==> config.mk <==
export PLATFORM = sky130hd
export DESIGN_NAME = ring_buffer_write_stamper
export DESIGN_NICKNAME = d
export VERILOG_FILES = /design/src/rtl/core/rwsc_pkg.sv /design/src/rtl/core/rwsc_cfg.sv /design/src/rtl/core/rwsc_in_reg.sv /design/src/rtl/core/rwsc_stamp.sv /design/src/rtl/core/ring_buffer_write_stamper.sv
export VERILOG_INCLUDE_DIRS = /design/src /design/src/rtl/core
export SDC_FILE = /design/constraint.sdc
export NUM_CORES = 2
export LEC_CHECK = 0
export BUFFER_PORTS_ARGS = -buffer_cell sky130_fd_sc_hd__buf_2
export CAP_MARGIN = 15
export CORE_AREA = 2 2 521 523
export CTS_CLUSTER_SIZE = 24
export DETAILED_ROUTE_END_ITERATION = 7
export DIE_AREA = 0 0 523 525
export GPL_ROUTABILITY_DRIVEN = 0
export PLACE_DENSITY = 0.44
export SLEW_MARGIN = 15
export SYNTH_ARGS = -nofsm -noshare
export SYNTH_HDL_FRONTEND = slang
export SYNTH_SLANG_ARGS = --single-unit
==> constraint.sdc <==
create_clock -name clk -period 17.9 [get_ports clk]
set_clock_uncertainty 0.05 [all_clocks]
set_input_delay 2.685 -clock clk [delete_from_list [all_inputs] [get_ports clk]]
set_output_delay 2.685 -clock clk [all_outputs]
set_load 0.01 [all_outputs]
==> src/rtl/core/assert_macros.svh <==
// Assertion macros used by the ring buffer stamper RTL.
`ifndef ASSERT_MACROS_SVH
`define ASSERT_MACROS_SVH

// Checked on every rising edge of clk, off while arst_n is low.
`define RWSC_ASSERT(label, prop, msg) \
	label: assert property (@(posedge clk) disable iff (!arst_n) prop) else $error(msg);

// Checked on every rising edge of clk, during reset too.
`define RWSC_ASSERT_ALWAYS(label, prop, msg) \
	label: assert property (@(posedge clk) prop) else $error(msg);

`endif

==> src/rtl/core/rwsc_pkg.sv <==
// Types and constants shared by the ring buffer write stamper modules.
package rwsc_pkg;

	// Largest message that must still fit behind the write offset.
	localparam int unsigned MAX_MESSAGE_BYTES = 8192;
	localparam logic [63:0] MSG_LIMIT = 64'(MAX_MESSAGE_BYTES);

	// Messages are placed on 64-byte boundaries.
	localparam int unsigned ALIGN_BITS = 6;
	localparam logic [63:0] ALIGN_MASK = (64'd1 << ALIGN_BITS) - 64'd1;

	// Fields kept in a write request.
	localparam int unsigned ADDR_BITS = 48;
	localparam int unsigned LEN_BITS  = 28;

	// APB port geometry: 64-bit registers at byte addresses 0 and 8.
	localparam int unsigned APB_DATA_W  = 64;
	localparam int unsigned PADDR_W     = 4;
	localparam int unsigned REG_SEL_BIT = 3;

	localparam int unsigned NUM_LANES = 8;
	localparam int unsigned LANE_W    = 64;

	typedef enum logic [1:0] {
		REQ_LENGTH = 2'd0,
		REQ_DATA   = 2'd1,
		REQ_START  = 2'd2
	} req_type_t;

	typedef enum logic {
		REG_BASE = 1'b0,
		REG_SIZE = 1'b1
	} reg_idx_t;

	typedef enum logic {
		KIND_REQUEST = 1'b0,
		KIND_DATA    = 1'b1
	} out_kind_t;

	// Configuration as seen by the datapath; the room check is precomputed.
	typedef struct packed {
		logic [63:0] base_address;
		logic [63:0] room_limit;  // buffer_size - MAX_MESSAGE_BYTES
		logic        room_ok;     // buffer_size > MAX_MESSAGE_BYTES
	} cfg_t;

	typedef struct packed {
		logic [1:0]                        req_type;
		logic [31:0]                       msg_length;
		logic [NUM_LANES-1:0][LANE_W-1:0]  lane;
		logic [63:0]                       keep;
		logic                              last;
	} item_t;

	typedef struct packed {
		logic                              kind;
		logic [NUM_LANES-1:0][LANE_W-1:0]  lane;
		logic [63:0]                       keep;
		logic                              last;
	} result_t;

endpackage

==> src/rtl/core/rwsc_cfg.sv <==
// APB register file: base address and buffer size with precomputed room limit.
module rwsc_cfg (
	input  logic                            clk,
	input  logic                            arst_n,
	input  logic                            psel,
	input  logic                            penable,
	input  logic                            pwrite,
	input  logic [rwsc_pkg::PADDR_W-1:0]    paddr,
	input  logic [rwsc_pkg::APB_DATA_W-1:0] pwdata,
	output logic [rwsc_pkg::APB_DATA_W-1:0] prdata,
	output logic                            pready,
	output rwsc_pkg::cfg_t                  cfg
);
	import rwsc_pkg::*;

	logic [63:0] base_q;
	logic [63:0] size_q;
	logic [63:0] room_limit_q;
	logic        room_ok_q;
	logic        wr_en;
	reg_idx_t    sel;

	// Register select ignores the byte offset inside a 64-bit register
	assign sel    = reg_idx_t'(paddr[REG_SEL_BIT]);
	assign pready = 1'b1;
	assign wr_en  = psel && penable && pwrite && pready;

	// Register writes; the wrap threshold is derived on each size register write
	always_ff @(posedge clk or negedge arst_n) begin
		if (!arst_n) begin
			base_q       <= '0;
			size_q       <= '0;
			room_limit_q <= '0;
			room_ok_q    <= 1'b0;
		end else if (wr_en) begin
			unique case (sel)
				REG_BASE: begin
					base_q <= pwdata;
				end
				REG_SIZE: begin
					size_q       <= pwdata;
					room_limit_q <= pwdata - MSG_LIMIT;
					room_ok_q    <= pwdata > MSG_LIMIT;
				end
				default: ;
			endcase
		end
	end

	// Read back
	always_comb begin
		unique case (sel)
			REG_BASE: prdata = base_q;
			REG_SIZE: prdata = size_q;
			default:  prdata = '0;
		endcase
	end

	assign cfg.base_address = base_q;
	assign cfg.room_limit   = room_limit_q;
	assign cfg.room_ok      = room_ok_q;

endmodule

==> src/rtl/core/rwsc_in_reg.sv <==
// Input register: holds one accepted transaction for the stamping stage.
module rwsc_in_reg (
	input  logic            clk,
	input  logic            arst_n,
	input  logic            in_valid,
	output logic            in_ready,
	input  rwsc_pkg::item_t in_item,
	output rwsc_pkg::item_t item_s1,
	output logic            valid_s1,
	input  logic            pop_s1
);
	import rwsc_pkg::*;

	logic load;

	// Refill in the same cycle the held item moves on
	assign in_ready = !valid_s1 || pop_s1;
	assign load     = in_valid && in_ready;

	always_ff @(posedge clk or negedge arst_n) begin
		if (!arst_n) begin
			valid_s1 <= 1'b0;
		end else if (load) begin
			valid_s1 <= 1'b1;
		end else if (pop_s1) begin
			valid_s1 <= 1'b0;
		end
	end

	// Payload, no reset
	always_ff @(posedge clk) begin
		if (load) begin
			item_s1 <= in_item;
		end
	end

endmodule

==> src/rtl/core/rwsc_stamp.sv <==
// Stamping stage: phase tracking, offset/wrap update and the result register.
module rwsc_stamp (
	input  logic              clk,
	input  logic              arst_n,
	input  rwsc_pkg::cfg_t    cfg,
	input  rwsc_pkg::item_t   item_s1,
	input  logic              valid_s1,
	output logic              pop_s1,
	output rwsc_pkg::result_t result_s2,
	output logic              valid_s2,
	input  logic              out_ready
);
	import rwsc_pkg::*;

	typedef enum logic [1:0] {
		PH_WAIT,
		PH_HEAD,
		PH_DATA
	} phase_t;

	phase_t      phase_q;
	logic [63:0] offset_q;
	logic [63:0] seq_q;
	logic        wrap_q;

	logic        take;
	logic [63:0] adv_sum;
	logic [63:0] next_offset;
	logic [63:0] req_addr;
	logic        room;

	phase_t      phase_next;
	logic [63:0] offset_next;
	logic [63:0] seq_next;
	logic        wrap_next;
	logic        emit;
	result_t     res_next;

	logic        len_take;
	logic        head_take;

	// Item moves on when the result register is empty or drains this cycle
	assign take   = valid_s1 && (!valid_s2 || out_ready);
	assign pop_s1 = take;

	// Offset advance rounded up to 64 bytes, and the room check
	assign adv_sum     = offset_q + {32'd0, item_s1.msg_length} + ALIGN_MASK;
	assign next_offset = adv_sum & ~ALIGN_MASK;
	assign room        = cfg.room_ok && (next_offset < cfg.room_limit);
	assign req_addr    = cfg.base_address + offset_q;

	// Next state and result for the held transaction
	always_comb begin
		phase_next  = phase_q;
		offset_next = offset_q;
		seq_next    = seq_q;
		wrap_next   = wrap_q;
		emit        = 1'b0;
		res_next    = '0;
		unique case (item_s1.req_type)
			REQ_START: begin
				offset_next = '0;
				seq_next    = '0;
				phase_next  = PH_WAIT;
			end
			REQ_LENGTH: begin
				if (phase_q == PH_WAIT) begin
					offset_next      = room ? next_offset : '0;
					wrap_next        = !room;
					res_next.kind    = KIND_REQUEST;
					res_next.lane[0] = 64'(req_addr[ADDR_BITS-1:0]);
					res_next.lane[1] = 64'(item_s1.msg_length[LEN_BITS-1:0]);
					emit             = 1'b1;
					phase_next       = PH_HEAD;
				end
			end
			REQ_DATA: begin
				if (phase_q != PH_WAIT) begin
					res_next.kind = KIND_DATA;
					res_next.lane = item_s1.lane;
					res_next.keep = item_s1.keep;
					res_next.last = item_s1.last;
					emit          = 1'b1;
					if (phase_q == PH_HEAD) begin
						// header word: wrap flag and sequence number
						res_next.lane[6] = 64'(wrap_q);
						res_next.lane[7] = seq_q;
						seq_next         = seq_q + 64'd1;
						phase_next       = PH_DATA;
					end else if (item_s1.last) begin
						phase_next = PH_WAIT;
					end
				end
			end
			default: ;
		endcase
	end

	// State and result register
	always_ff @(posedge clk or negedge arst_n) begin
		if (!arst_n) begin
			phase_q   <= PH_WAIT;
			offset_q  <= '0;
			seq_q     <= '0;
			wrap_q    <= 1'b0;
			valid_s2  <= 1'b0;
			result_s2 <= '0;
		end else begin
			if (take) begin
				phase_q  <= phase_next;
				offset_q <= offset_next;
				seq_q    <= seq_next;
				wrap_q   <= wrap_next;
			end
			if (take && emit) begin
				result_s2 <= res_next;
			end
			if (take && emit) begin
				valid_s2 <= 1'b1;
			end else if (valid_s2 && out_ready) begin
				valid_s2 <= 1'b0;
			end
		end
	end

	// Qualifiers for the checks below
	assign len_take  = take && (item_s1.req_type == REQ_LENGTH) && (phase_q == PH_WAIT);
	assign head_take = take && (item_s1.req_type == REQ_DATA) && (phase_q == PH_HEAD);

	`include "assert_macros.svh"

	// The offset always sits on a 64-byte boundary, and a wrapped offset is zero
	`RWSC_ASSERT(a_offset_aligned, offset_q[ALIGN_BITS-1:0] == '0, "offset off 64-byte grid")
	`RWSC_ASSERT(a_wrap_zero, wrap_q |-> offset_q == '0, "offset nonzero after wrap")

	// A length transaction taken while waiting yields a request
	`RWSC_ASSERT(a_len_to_req, len_take |=> valid_s2 && result_s2.kind == KIND_REQUEST, "no request")

	// Sequence number steps by one on every header word
	`RWSC_ASSERT(a_seq_step, head_take |=> seq_q == $past(seq_q) + 64'd1, "sequence did not step")
	`RWSC_ASSERT(a_seq_stamp, head_take |=> result_s2.lane[7] == $past(seq_q), "bad header sequence")

endmodule

==> src/rtl/core/ring_buffer_write_stamper.sv <==
// Top level of the ring buffer write stamper.
//
//  channel   handshake             payload
//  -------   -------------------   ------------------------------------------------
//  input     in_valid / in_ready   req_type, msg_length, in_lane0..7, in_keep, in_last
//  output    out_valid / out_ready out_kind, out_lane0..7, out_keep, out_last
//  config    APB psel/penable      paddr (0 base_address, 8 buffer_size), pwdata, prdata
//
// One transaction per cycle is accepted and processed while the output is not
// stalled; the stamping stage updates the offset, wrap flag and sequence as it
// takes each transaction. A result passes through the input register, then the
// result register, before it is presented.
// A stalled output holds the result register; the input register keeps
// accepting until it too is full.
// Reset clears the offset, sequence, wrap flag, phase, the result register and the input register's valid flag.
module ring_buffer_write_stamper (
	input  logic                            clk,
	input  logic                            arst_n,
	input  logic                            psel,
	input  logic                            penable,
	input  logic                            pwrite,
	input  logic [rwsc_pkg::PADDR_W-1:0]    paddr,
	input  logic [rwsc_pkg::APB_DATA_W-1:0] pwdata,
	output logic [rwsc_pkg::APB_DATA_W-1:0] prdata,
	output logic                            pready,
	input  logic                            in_valid,
	output logic                            in_ready,
	input  logic [1:0]                      req_type,
	input  logic [31:0]                     msg_length,
	input  logic [63:0]                     in_lane0,
	input  logic [63:0]                     in_lane1,
	input  logic [63:0]                     in_lane2,
	input  logic [63:0]                     in_lane3,
	input  logic [63:0]                     in_lane4,
	input  logic [63:0]                     in_lane5,
	input  logic [63:0]                     in_lane6,
	input  logic [63:0]                     in_lane7,
	input  logic [63:0]                     in_keep,
	input  logic                            in_last,
	output logic                            out_valid,
	input  logic                            out_ready,
	output logic                            out_kind,
	output logic [63:0]                     out_lane0,
	output logic [63:0]                     out_lane1,
	output logic [63:0]                     out_lane2,
	output logic [63:0]                     out_lane3,
	output logic [63:0]                     out_lane4,
	output logic [63:0]                     out_lane5,
	output logic [63:0]                     out_lane6,
	output logic [63:0]                     out_lane7,
	output logic [63:0]                     out_keep,
	output logic                            out_last
);
	import rwsc_pkg::*;

	cfg_t    cfg;
	item_t   in_item;
	item_t   item_s1;
	logic    valid_s1;
	logic    pop_s1;
	result_t result_s2;

	// Gather the input transaction
	assign in_item.req_type   = req_type;
	assign in_item.msg_length = msg_length;
	assign in_item.lane       = {in_lane7, in_lane6, in_lane5, in_lane4,
	                             in_lane3, in_lane2, in_lane1, in_lane0};
	assign in_item.keep       = in_keep;
	assign in_item.last       = in_last;

	rwsc_cfg u_cfg (
		.clk     (clk),
		.arst_n  (arst_n),
		.psel    (psel),
		.penable (penable),
		.pwrite  (pwrite),
		.paddr   (paddr),
		.pwdata  (pwdata),
		.prdata  (prdata),
		.pready  (pready),
		.cfg     (cfg)
	);

	rwsc_in_reg u_in_reg (
		.clk      (clk),
		.arst_n   (arst_n),
		.in_valid (in_valid),
		.in_ready (in_ready),
		.in_item  (in_item),
		.item_s1  (item_s1),
		.valid_s1 (valid_s1),
		.pop_s1   (pop_s1)
	);

	rwsc_stamp u_stamp (
		.clk       (clk),
		.arst_n    (arst_n),
		.cfg       (cfg),
		.item_s1   (item_s1),
		.valid_s1  (valid_s1),
		.pop_s1    (pop_s1),
		.result_s2 (result_s2),
		.valid_s2  (out_valid),
		.out_ready (out_ready)
	);

	// Spread the result onto the output ports
	assign out_kind  = result_s2.kind;
	assign out_lane0 = result_s2.lane[0];
	assign out_lane1 = result_s2.lane[1];
	assign out_lane2 = result_s2.lane[2];
	assign out_lane3 = result_s2.lane[3];
	assign out_lane4 = result_s2.lane[4];
	assign out_lane5 = result_s2.lane[5];
	assign out_lane6 = result_s2.lane[6];
	assign out_lane7 = result_s2.lane[7];
	assign out_keep  = result_s2.keep;
	assign out_last  = result_s2.last;

endmodule
==> metrics <==
mapped cell area 59600 um^2; initial antenna violation count 164; top-count cell post-synth dfrtp_1; CTS tree built; Synthesis Warnings 0; layout cell share with drive strength beyond 1 0.301; area leader, netlist dfrtp_1; Slew HR 0.209; Post-route DRC 0; register area share after synthesis 0.679; first-pass GRT wire length 352000 um; critical path peak fanout 67; overall fraction of global-route tracks in use 0.180; Ports 1331; Final HPWL DP 194000 um; die span in y 525 um; ys flop type dfrtp_1; Setup crit end kind output port; Least-Margin Pin Slew 1.19 ns; crit path launch type primary input; Rows 191; HP Class flop to flop; die area 275000 um^2; Max Slew Vio Count 0; Synth Instances 4531; simple-gate share of the synthesized area 0.0810; hold buffers post-CTS 0; Post-synth ARST share 0.592; via count 43312; Synth Area in Adders 0.0278; number of global-route vias before repair 43617; Starting DRT DRC Count 3255; EDFF count, synth 611; Hold WS 0.352 ns; ANT nets after route 0; Detailed Routing Iterations Pass 1 6; Post-Synth XOR/XNOR Area 0.0272; postcts setup bufs 0; post-DR vias/cell 4.51; Synth top area share 0.372; I/O Buffers 1326; Setup WS pre-CTS 10.56 ns; Peak Freq 144 MHz; VDD IR max 0.0884 mV; Lkg Pwr 34.1 nW; Area growth syn-to-layout 28.2%; routed length per instance 26.6 um; Final Hold Viols 0; mux share of post-synthesis cell area 0.0245; Die Width 523 um; CORE AREA 269000 um^2; fin nets 6658; gr ovfl total 0; Final period util 0.389; crit path DAT 4.22 ns; Max-Cap Viols 0; Synth top cells by count 885 x dfrtp_1, 611 x edfxtp_1, 582 x nand2_1; Netlist cell types 80; reg2reg setup slack 11.84 ns; Post-Syn Area per Cell 13.2 um^2; Setup CP Type primary input to output port; setup ws final 10.94 ns; final setup fails 0; H-tree depth 4; clk_lat worst skew 0.86 ns; Syn Nets 5349; shortest period the worst path allows 6.96 ns; FF+latch count, synth 1496; largest family of logic cells by synthesized area compound AO/OA/AOI/OAI gates; aggregate routed wire length 255000 um; CP required 15.16 ns; PD cells 146 nW/um^2; Initial Utilization 0.221; CTS sink count 1496; unrepaired setup endpoints after global routing no; synth top area cells dfrtp_1 37%, edfxtp_1 31%, a22o_1 5.9%; clock edge transition at the registers on the reported setup and hold paths 0.06 ns; setup TNS 0 ns; TritonCTS Buffers 182; Clock Path Buffers 4; Synth Area in Compound Gates 0.137; pin count of the biggest net entering global routing 213; Root Buffer clkbuf_16; post-cts resize count 0; status complete, no violations
[area by class of cell]
| cell class | instances | area, um^2 |
|---|---|---|
| fillers | 27759 | 193000 |
| clock inverters | 65 | 768 |
| inverters | 96 | 360 |
| flip-flops and latches | 1496 | 40500 |
| clock buffers | 269 | 5200 |
| repair buffers | 1379 | 7160 |
| well taps | 3570 | 4470 |
| multi-input cells | 2685 | 17800 |
| diodes | 46 | 115 |
[layer usage]
metal  vias to the layer above  GRT usage  share of wire
met5                         -          0         0.0027
met4                       108     0.0835          0.050
met3                       538     0.0703          0.097
met2                      1678      0.299           0.48
met1                     21569      0.202           0.37
li1                      19419          -              -
[worst paths after layout]
check / from / end / cells past startpoint
worst max-delay path: paddr[3] / prdata[14] / 4
worst min-delay path: u_in_reg.item_s1[191] / u_stamp.result_s2[191] / 1
worst max register to register: u_in_reg.item_s1[593] / u_stamp.offset_q[50] / 18
worst min register to register: u_in_reg.item_s1[191] / u_stamp.result_s2[191] / 1
max in group asynchronous: arst_n / u_cfg.base_q[13] / 5
min in group asynchronous: arst_n / u_stamp.result_s2[238] / 1
[cells in the final DEF (no fill, tap or decap), types with 128 or more instances in the layout]
cell type,n
dfrtp_1,885
a22o_1,401
buf_2,1325
o21ai_0,291
edfxtp_1,611
ha_1,131
nand2_1,581
nor2_1,175
clkbuf_16,186
mux2_2,128
[logic make-up after synthesis]
kind of cell,count (synthesis)
XOR/XNOR,185
AND/OR/NAND/NOR,1079
AO/OA/AOI/OAI,1158
flip-flops,1496
buffers and inverters,350
multiplexers,130
other,1
adder cells (fa/ha/maj),132
[critical path, stage by stage]
cell and delay (ns):
buf_2 0.08, buf_4 0.73, mux2_2 0.47, buf_2 0.16
[power breakdown]
group          leakage [nW]  internal, mW  switching, mW
combinational          13.6          1.02           1.79
sequential             17.6          4.21          0.378
clock                  2.90          2.21           1.55
total                  34.1          7.43           3.72
[through the flow]
stage | cells | area, um^2 | util | total power [mW]
3_3_place_gp | 9225 | 70300 | 0.261 | 7.48
6_report | 9606 | 76400 | 0.284 | 11.2
3_5_place_dp | 9225 | 70300 | 0.261 | 7.50
2_1_floorplan | 4531 | 59600 | - | 5.99
5_1_grt | 9578 | 76300 | 0.283 | 11.7
4_1_cts | 9559 | 76300 | 0.283 | 11.3
[registers in the layout, summed over array words and instances, names as in the netlist]
register	cells
u_in_reg.item_s1	611
u_stamp.result_s2	578
u_cfg.base_q	64
u_cfg.room_limit_q	64
u_stamp.seq_q	64
u_stamp.offset_q	58
u_cfg.size_q	51
u_stamp.phase_q	2
u_cfg.room_ok_q	1
u_in_reg.valid_s1	1
u_stamp.valid_s2	1
u_stamp.wrap_q	1
Note: power is estimated with default switching activity, not from simulation.
